<file path="src/sv/obb_particle_pushout_unit_defines.svh">
// Assertion macros for the OBB particle push-out unit.
`ifndef OBB_PARTICLE_PUSHOUT_UNIT_DEFINES_SVH
`define OBB_PARTICLE_PUSHOUT_UNIT_DEFINES_SVH

// Same-cycle implication, disabled in reset.
`define OBB_ASSERT_IMP(lbl, ante, cons, msg) \
    lbl: assert property (@(posedge i_clk) disable iff (!i_rst_n) (ante) |-> (cons)) \
        else $error(msg);

// Next-cycle implication, disabled in reset.
`define OBB_ASSERT_NXT(lbl, ante, cons, msg) \
    lbl: assert property (@(posedge i_clk) disable iff (!i_rst_n) (ante) |=> (cons)) \
        else $error(msg);

`endif

</file>
<file path="src/sv/obbpp_pkg.sv">
// Shared constants and types of the OBB particle push-out unit.
package obbpp_pkg;
    localparam int CW    = 32;        // coordinate width, Q16.16
    localparam int QW    = 16;        // quaternion component width, Q2.14
    localparam int QF    = QW - 2;    // quaternion fraction bits
    localparam int MW    = 20;        // rotation matrix entry width, Q.14
    localparam int REGW  = 32;        // config register width
    localparam int DW    = CW + 1;    // center offset / inflated half-extent
    localparam int LW    = DW + MW + 2 - QF;  // box-space coordinate
    localparam int PW2   = DW + 1;    // pushed box-space coordinate
    localparam int BW    = PW2 + MW + 2 - QF; // rotated-back offset
    localparam int NSTG  = 10;        // pipeline depth

    localparam logic [REGW-1:0] ROT_WX_RST = REGW'(1) << QF; // w = 1.0

    typedef enum logic [2:0] {
        REG_CENTER_X = 3'd0,
        REG_CENTER_Y = 3'd1,
        REG_CENTER_Z = 3'd2,
        REG_HALF_X   = 3'd3,
        REG_HALF_Y   = 3'd4,
        REG_HALF_Z   = 3'd5,
        REG_ROT_WX   = 3'd6,
        REG_ROT_YZ   = 3'd7
    } t_reg_idx;

    typedef enum logic [1:0] {
        AXIS_X = 2'd0,
        AXIS_Y = 2'd1,
        AXIS_Z = 2'd2
    } t_axis;

    typedef logic [2:0][2:0][MW-1:0] t_mat;

    typedef struct packed {
        logic  pushed;
        t_axis axis;
    } t_push;

    typedef struct packed {
        logic [2:0][CW-1:0] pos;
        logic               pin;
    } t_side;
endpackage

</file>
<file path="src/sv/obbpp_esc.sv">
// Penetration test, least-escape axis choice and face snap (three stages).
module obbpp_esc (
    input  logic                              i_clk,
    input  logic [2:0]                        i_en,
    input  logic [2:0][obbpp_pkg::LW-1:0]     i_loc,
    input  logic [2:0][obbpp_pkg::DW-1:0]     i_eff,
    input  logic                              i_pin,
    output logic [2:0][obbpp_pkg::PW2-1:0]    o_loc,
    output obbpp_pkg::t_push                  o_push
);
    import obbpp_pkg::*;

    localparam int AW = LW + 1;
    localparam int EW = AW + 1;

    // stage A: magnitudes
    logic signed [AW-1:0] ext [3];
    logic signed [AW-1:0] n_abs [3];
    logic signed [AW-1:0] r_abs4 [3];
    logic [2:0][LW-1:0]   r_loc4;
    logic [2:0][DW-1:0]   r_eff4;
    logic                 r_pin4;

    // stage B: escape distances
    logic signed [EW-1:0] r_esc [3];
    logic [2:0]           n_in;
    logic                 r_pen;
    logic [2:0][LW-1:0]   r_loc5;
    logic [2:0][DW-1:0]   r_eff5;

    // stage C: axis and snapped coordinate
    logic                 a01, sel2;
    logic signed [EW-1:0] best01;
    t_axis                n_axis;
    logic signed [PW2-1:0] effx [3];
    logic [2:0][PW2-1:0]  n_loc, r_loc6;
    t_push                r_push;

    always_comb begin
        for (int i = 0; i < 3; i++) begin
            ext[i]   = AW'($signed(i_loc[i]));
            n_abs[i] = ext[i][AW-1] ? -ext[i] : ext[i];
        end
    end

    always_ff @(posedge i_clk) begin
        if (i_en[0]) begin
            for (int i = 0; i < 3; i++) begin
                r_abs4[i] <= n_abs[i];
            end
            r_loc4 <= i_loc;
            r_eff4 <= i_eff;
            r_pin4 <= i_pin;
        end
    end

    always_comb begin
        for (int i = 0; i < 3; i++) begin
            n_in[i] = r_abs4[i] < AW'($signed(r_eff4[i]));
        end
    end

    always_ff @(posedge i_clk) begin
        if (i_en[1]) begin
            for (int i = 0; i < 3; i++) begin
                r_esc[i] <= EW'($signed(r_eff4[i])) - EW'(r_abs4[i]);
            end
            r_pen  <= (&n_in) & ~r_pin4;
            r_loc5 <= r_loc4;
            r_eff5 <= r_eff4;
        end
    end

    // ties keep the lower axis
    always_comb begin
        a01    = r_esc[1] < r_esc[0];
        best01 = a01 ? r_esc[1] : r_esc[0];
        sel2   = r_esc[2] < best01;
        priority if (sel2) begin
            n_axis = AXIS_Z;
        end else if (a01) begin
            n_axis = AXIS_Y;
        end else begin
            n_axis = AXIS_X;
        end
        for (int i = 0; i < 3; i++) begin
            effx[i] = PW2'($signed(r_eff5[i]));
            if (2'(i) == n_axis) begin
                // zero counts as positive
                n_loc[i] = r_loc5[i][LW-1] ? -effx[i] : effx[i];
            end else begin
                n_loc[i] = r_loc5[i][PW2-1:0];
            end
        end
    end

    always_ff @(posedge i_clk) begin
        if (i_en[2]) begin
            r_loc6        <= n_loc;
            r_push.pushed <= r_pen;
            r_push.axis   <= r_pen ? n_axis : AXIS_X;
        end
    end

    assign o_loc  = r_loc6;
    assign o_push = r_push;
endmodule

</file>
<file path="config.mk">
export PLATFORM = sky130hd
export DESIGN_NAME = obbpp_esc
export DESIGN_NICKNAME = d
export VERILOG_FILES = /design/src/sv/obb_particle_pushout_unit_defines.svh /design/src/sv/obbpp_pkg.sv /design/src/sv/obbpp_esc.sv
export SDC_FILE = /design/constraint.sdc
export NUM_CORES = 1
export LEC_CHECK = 0
export BUFFER_PORTS_ARGS = -buffer_cell sky130_fd_sc_hd__buf_2
export CAP_MARGIN = 20
export CELL_PAD_IN_SITES_DETAIL_PLACEMENT = 1
export CELL_PAD_IN_SITES_GLOBAL_PLACEMENT = 1
export CORE_UTILIZATION = 37
export DETAILED_ROUTE_END_ITERATION = 16
export GPL_ROUTABILITY_DRIVEN = 0
export GPL_TIMING_DRIVEN = 0
export PLACE_DENSITY = 0.63
export SLEW_MARGIN = 20
export SYNTH_ARGS = -nofsm -noshare
export SYNTH_HDL_FRONTEND = slang
export SYNTH_SLANG_ARGS = --single-unit
</file>
<file path="constraint.sdc">
create_clock -name i_clk -period 15.6 [get_ports i_clk]
set_input_delay 2.34 -clock i_clk [delete_from_list [all_inputs] [get_ports i_clk]]
set_output_delay 2.34 -clock i_clk [all_outputs]
set_load 0.02 [all_outputs]
</file>
==> impl_metrics.yaml, run 1 <==
synth:
  synthAdderAreaFrac_pct: 7.344
  yosysMostFrequentCell: "edfxtp_1"
  yosysTopAreaCell: "edfxtp_1"
  avgSynthCellArea_um2: 13.07
  seq_area_frac_synth_pct: 60.41
  syn_area_mm2: 0.03813
  netlist-cell-type-count: 76
  synth_xor_area_share_pct: 7.305
  synth_compound_area_share_pct: 11.08
  synthTopCellsByArea: "edfxtp_1 (60%), ha_1 (7.2%), xnor2_1 (6.4%), mux2_2 (3.0%), a21oi_1 (2.3%)"
  synth_edf_count: 767
  synth_top_area_share_pct: 60.41
  yosys.area_share.simple_pct: 7.784
  yosys_warnings: 0
  synth_top_family_by_area: "compound AO/OA/AOI/OAI gates"
  synth_common_cells: "edfxtp_1 (767), xnor2_1 (279), inv_1 (232)"
  ys_ff_latch: 767
  ys.flop_type: "edfxtp_1"
  synthCells: 2917
  ys_async_sr_fraction_pct: 0
  synthMuxAreaShare_pct: 3.140
setup_path:
  start_kind: "register"
  path_cells: "ha_1, clkbuf_1, nand4_1, a21oi_1, a2111oi_0, nand3_1, nor3_1, xnor2_1, clkbuf_1, clkbuf_1, a21oi_1, ha_1, a21oi_1, nor2b_1, o311ai_0, a21oi_1, a2111oi_0, o211ai_1, mux2i_1, nor2_2, clkbuf_1, mux2_2"
  worst-path-max-fanout: 10
  cp_slowest_cell: "nor2_2"
  critPathBufInv: 4
  worstPathRequired_ns: 15.99
  arrival_ns: 8.32
  cp-end-kind: "register"
  slowest_delay_ns: 0.72
  critical_path_class: "reg -> reg"
  crit_family: "compound AO/OA/AOI/OAI gates"
placed_design:
  dp.cells: 4627
  post_dp_cell_area_mm2: 0.04177
  hpwl_um: 78050
  portBuffers: 331
clock_network:
  cts_max_level: 3
  cts-resized-gates: 0
  clock-sinks: 767
  post_cts_buffers: 0
  cts_hold_buf: 0
  clk_pin_slew_ns: 0.06
  cts_tree: "yes"
  clockBufferDepth: 3
  cts_buffers: 89
  cts-root-buf: "clkbuf_16"
  insertion_delay_ns: 0.66
sta:
  rsz0062_at_grt: "no"
  fin_skew_ns: 0.02853
  setup_viol: 0
  tightest_slew_ns: 0.9694
  min_period_ns: 7.924
  maxSlewHeadroom_pct: 34.55
  holdWs_ns: 0.4128
  finalCritPeriodShare_pct: 50.80
  fmax_mhz: 126.2
  slew_viol_final: 0
  finalHoldViolCount: 0
  finalSetupTns_ns: 0
route:
  ant_nets: 0
  drt-pass1-iter-count: 4
  wl_per_cell_um: 21.27
  drt_iter0_drc: 1283
  drc_errors: 0
  wirelength_um: 102000
  dr_total_vias: 24450
  viasPerCell: 5.100
global_routing:
  grt_pass1_wl_um: 153800
  grt_overflow: 0
  grt_usage_pct: 19.50
  first_global_vias: 25440
  grt_max_degree: 102
  antenna_found_initial: 4
pwr:
  p_total_w: 0.006861
  pwr-share-comb_pct: 27.3
  seqPwrFrac_pct: 40.8
  net-switching-power_w: 0.002130
  p_leak_nw: 17.21
  swShare_pct: 31.04
  powerDensity_mw_per_mm2: 153.0
  internal_power_w: 0.004731
  p_clk_share_pct: 32.0
  peakVddDrop_v: 0.0001294
job:
  drv_cap: 0
cells_and_area:
  area_growth_pct: 17.60
  fin_cells: 4794
  fin_nets: 3799
  fin_area_mm2: 0.04484
  drive_above_1_share_pct: 18.34
floorplanning:
  die_h_um: 323.0
  die_area_mm2: 0.1043
  die_x_um: 323.0
  rows: 117
  ios: 332
  core_area_mm2: 0.1020
  initial_core_util_pct: 37.37
outcome:
  outcome: "complete, no violations"
worst_hold_path:
  hold_path.class: "reg -> reg"
through the flow:
step / utilization (%) / setup slack [ns]
CTS: 43.94 / 7.621
detailed placement: 40.94 / 7.662
finish: 43.95 / 7.676
global route: 43.95 / 7.032
global placement: 40.68 / 6.728
floorplan: - / 9.933
path summary, 6_finish.rpt:
check	startpoint	to	slack (ns)	cells past startpoint
max	r_esc[0][85]	o_loc[98]	7.68	22
min	r_loc4[88]	r_loc5[88]	0.41	0
max reg2reg	r_esc[0][85]	o_loc[98]	7.68	22
min reg2reg	r_loc4[88]	r_loc5[88]	0.41	0
power groups by stage:
| stage | logic [W] | registers (W) | clock network (W) |
|---|---|---|---|
| finish | 0.00187 | 0.00280 | 0.00219 |
| floorplan | 0.00111 | 0.00289 | 0 |
| detailed placement | 0.00188 | 0.00284 | 0 |
| global route | 0.00207 | 0.00283 | 0.00231 |
| global placement | 0.00184 | 0.00286 | 0 |
| CTS | 0.00190 | 0.00281 | 0.00225 |
sequential cells by signal, indices dropped and copies added, names as in the netlist:
register / count
r_pen: 1
r_esc: 129
r_abs4: 123
o_loc: 102
effx: 99
r_loc4: 105
r_loc5: 105
o_push: 3
r_pin4: 1
r_eff4: 99
per-layer routing:
metal | vias to the layer above | share of wire (%) | GRT usage [%]
li1 | 11850 | - | -
met1 | 12040 | 44 | 25.09
met2 | 427 | 50 | 34.28
met3 | 135 | 3.5 | 2.736
met4 | 0 | 2.3 | 5.066
met5 | - | 0 | 0
cells by family (layout without fill, tap and decap cells):
| logic type | Yosys count | count (layout) |
|---|---|---|
| AO/OA/AOI/OAI | 647 | 647 |
| XOR/XNOR | 318 | 318 |
| adder cells (fa/ha/maj) | 222 | 222 |
| buffers and inverters | 294 | 799 |
| flip-flops | 767 | 767 |
| multiplexers | 107 | 107 |
| other | 1 | 5 |
| AND/OR/NAND/NOR | 561 | 561 |
worst register-to-register path, delay by kind of cell, from the launching register on:
kind / cells / cell delay, ns
muxes: 2 / 0.71
and+or+nand+nor: 5 / 1.49
xor gates and xnor gates: 1 / 0.29
DFF: 1 / 0.45
adders and majority gates: 2 / 0.66
buffers and inverters: 4 / 1.72
AOI/OAI and AO/OA: 8 / 2.36
cell type report:
type	instances	area, µm²
inverters	232	870.8
clock inverters	53	621.8
multi-input cells	1858	14010
repair buffers	340	1898
fillers	10700	57190
flip-flops and latches	767	23030
plain buffers	62	249.0
clock buffers	112	2441
well taps	1368	1712
diodes	2	5.005
cells in the final DEF (no fill, tap or decap), drive strengths merged, types with 12 or more instances in the layout:
master | netlist | final
edfxtp | 767 | 767
nor2 | 126 | 126
or4 | 49 | 49
xor2 | 39 | 39
nor2b | 16 | 16
nand3 | 29 | 29
nand4 | 32 | 32
and3 | 12 | 12
mux2 | 101 | 101
clkbuf | 55 | 167
nand2b | 21 | 21
xnor2 | 279 | 279
a211oi | 12 | 12
buf | 6 | 346
o21bai | 17 | 17
or2 | 15 | 15
o21ai | 134 | 134
o41ai | 41 | 41
ha | 219 | 219
nor3 | 29 | 29
o21a | 22 | 22
o31ai | 61 | 61
clkinv | 0 | 26
nor4 | 21 | 21
a31oi | 14 | 14
inv | 232 | 239
a21oi | 179 | 179
a21o | 84 | 84
or3 | 30 | 30
nand2 | 148 | 148
bufinv | 0 | 13
Note: power is estimated with default switching activity, not from simulation.
==> run 2: changes to the inputs <==
==> constraint.sdc (replaced) <==
create_clock -name i_clk -period 7.5 [get_ports i_clk]
set_input_delay 1.125 -clock i_clk [delete_from_list [all_inputs] [get_ports i_clk]]
set_output_delay 1.125 -clock i_clk [all_outputs]
set_load 0.02 [all_outputs]
==> impl_metrics.yaml, run 2 (synthesis gave the netlist of run 1 again) <==
clock_network:
  cts_tree: "yes"
  cts-root-buf: "clkbuf_16"
  clockBufferDepth: 3
  cts_buffers: 89
  insertion_delay_ns: 0.66
  clk_pin_slew_ns: 0.06
  cts_max_level: 3
  clock-sinks: 767
  cts_hold_buf: 0
global_routing:
  grt_overflow: 0
  first_global_vias: 25450
  grt_pass1_wl_um: 153800
  grt_usage_pct: 19.51
  grt_max_degree: 102
  antenna_found_initial: 4
setup_path:
  cp_slowest_cell: "edfxtp_1"
  regToRegSetupSlack_ns: 0.46
  cp-end-kind: "register"
  arrival_ns: 7.43
  worst-path-max-fanout: 10
  start_kind: "register"
  slowest_delay_ns: 0.45
  critical_path_class: "reg -> reg"
  critPathBufInv: 5
  worstPathRequired_ns: 7.89
  path_cells: "ha_1, clkbuf_1, nand4_1, nor2_1, nand4_1, a211oi_1, nor3_2, xnor2_2, clkbuf_2, buf_1, a21oi_1, ha_1, a2111oi_0, o21ai_0, a31o_2, a21oi_1, or4_1, o211ai_1, mux2i_1, nor3_4, buf_4, clkbuf_2, mux2_2"
  crit_family: "buffers and inverters"
floorplanning:
  die_h_um: 323.0
  die_area_mm2: 0.1043
  core_area_mm2: 0.1020
  rows: 117
  ios: 332
  die_x_um: 323.0
  initial_core_util_pct: 37.37
pwr:
  internal_power_w: 0.009862
  pwr-share-comb_pct: 27.5
  p_leak_nw: 17.26
  p_total_w: 0.01431
  powerDensity_mw_per_mm2: 318.7
  seqPwrFrac_pct: 40.7
  net-switching-power_w: 0.004447
  peakVddDrop_v: 0.0002686
  swShare_pct: 31.08
  p_clk_share_pct: 31.9
route:
  dr_total_vias: 24450
  viasPerCell: 5.100
  drt-pass1-iter-count: 5
  ant_nets: 0
  wl_per_cell_um: 21.26
  wirelength_um: 101900
  drc_errors: 0
  drt_iter0_drc: 1297
cells_and_area:
  fin_util_pct: 44.00
  largest_register: "r_esc"
  area_growth_pct: 17.76
  fin_cells: 4794
  layout_commonest_cell: "edfxtp_1"
  largest_reg_flops: 129
  drive_above_1_share_pct: 18.84
  fillCellCount: 10700
  fin_area_mm2: 0.04490
  fin_nets: 3799
  reg_top3: "r_esc (129), r_abs4 (123)"
  layout_common_cells: "edfxtp_1 (767), buf_2 (329), xnor2_1 (278)"
sta:
  slew_viol_final: 0
  fin_skew_ns: 0.02914
  rsz0062_at_grt: "no"
  maxSlewHeadroom_pct: 34.25
  finalHoldViolCount: 0
  fmax_mhz: 142.1
  finalCritPeriodShare_pct: 93.82
  setup_viol: 0
  min_period_ns: 7.036
  holdWs_ns: 0.4133
  tightest_slew_ns: 0.9739
worst_hold_path:
  hold_path.class: "reg -> reg"
placed_design:
  hpwl_um: 78050
  portBuffers: 331
  post_dp_cell_area_mm2: 0.04177
  dp.cells: 4627
job:
  drv_cap: 0
outcome:
  outcome: "complete, no violations"
[run 2: metrics by stage]
stage	setup TNS, ns	setup WS [ns]
floorplan	0	1.833
global placement	-86.12	-1.372
global route	0	0.03754
CTS	0	0.08461
detailed placement	-21.29	-0.4383
finish	0	0.4637
[run 2: layout make-up]
type / count / area [µm²] / share of cell area [%]
flip-flops and latches: 767 / 23030 / 51.30
multi-input cells: 1858 / 14060 / 31.31
clock buffers: 112 / 2441 / 5.437
repair buffers: 340 / 1898 / 4.227
well taps: 1368 / 1712 / 3.812
inverters: 232 / 870.8 / 1.940
clock inverters: 53 / 621.8 / 1.385
plain buffers: 62 / 262.8 / 0.5852
diodes: 2 / 5.005 / 0.01115
[run 2: worst paths after layout]
| kind | cells past startpoint | endpoint | startpoint |
|---|---|---|---|
| max | 23 | o_loc[18] | r_esc[0][85] |
| min | 0 | r_loc5[88] | r_loc4[88] |
| max reg2reg | 23 | o_loc[18] | r_esc[0][85] |
| min reg2reg | 0 | r_loc5[88] | r_loc4[88] |
[run 2: timing repair]
| action | CTS | global route |
|---|---|---|
| setup endpoints to repair | 88 | 102 |
| resized for setup | 12 | 14 |
| buffers inserted | 0 | 0 |
[run 2: metal layers]
| metal | vias to the layer above | track usage [%] | wire length [µm] |
|---|---|---|---|
| li1 | 11850 | - | - |
| met1 | 12020 | 25.13 | 45040 |
| met2 | 442 | 34.30 | 51080 |
| met3 | 134 | 2.705 | 3501 |
| met4 | 0 | 5.024 | 2302 |
| met5 | - | 0 | 0 |
[run 2: power groups by stage]
| stage | clock (W) | combinational, W | sequential [W] |
|---|---|---|---|
| 3_5_place_dp | 0 | 0.00391 | 0.00591 |
| 5_1_grt | 0.00481 | 0.00434 | 0.00588 |
| 3_3_place_gp | 0 | 0.00382 | 0.00594 |
| 2_1_floorplan | 0 | 0.00231 | 0.00602 |
| 4_1_cts | 0.00469 | 0.00397 | 0.00584 |
| 6_report | 0.00456 | 0.00393 | 0.00582 |
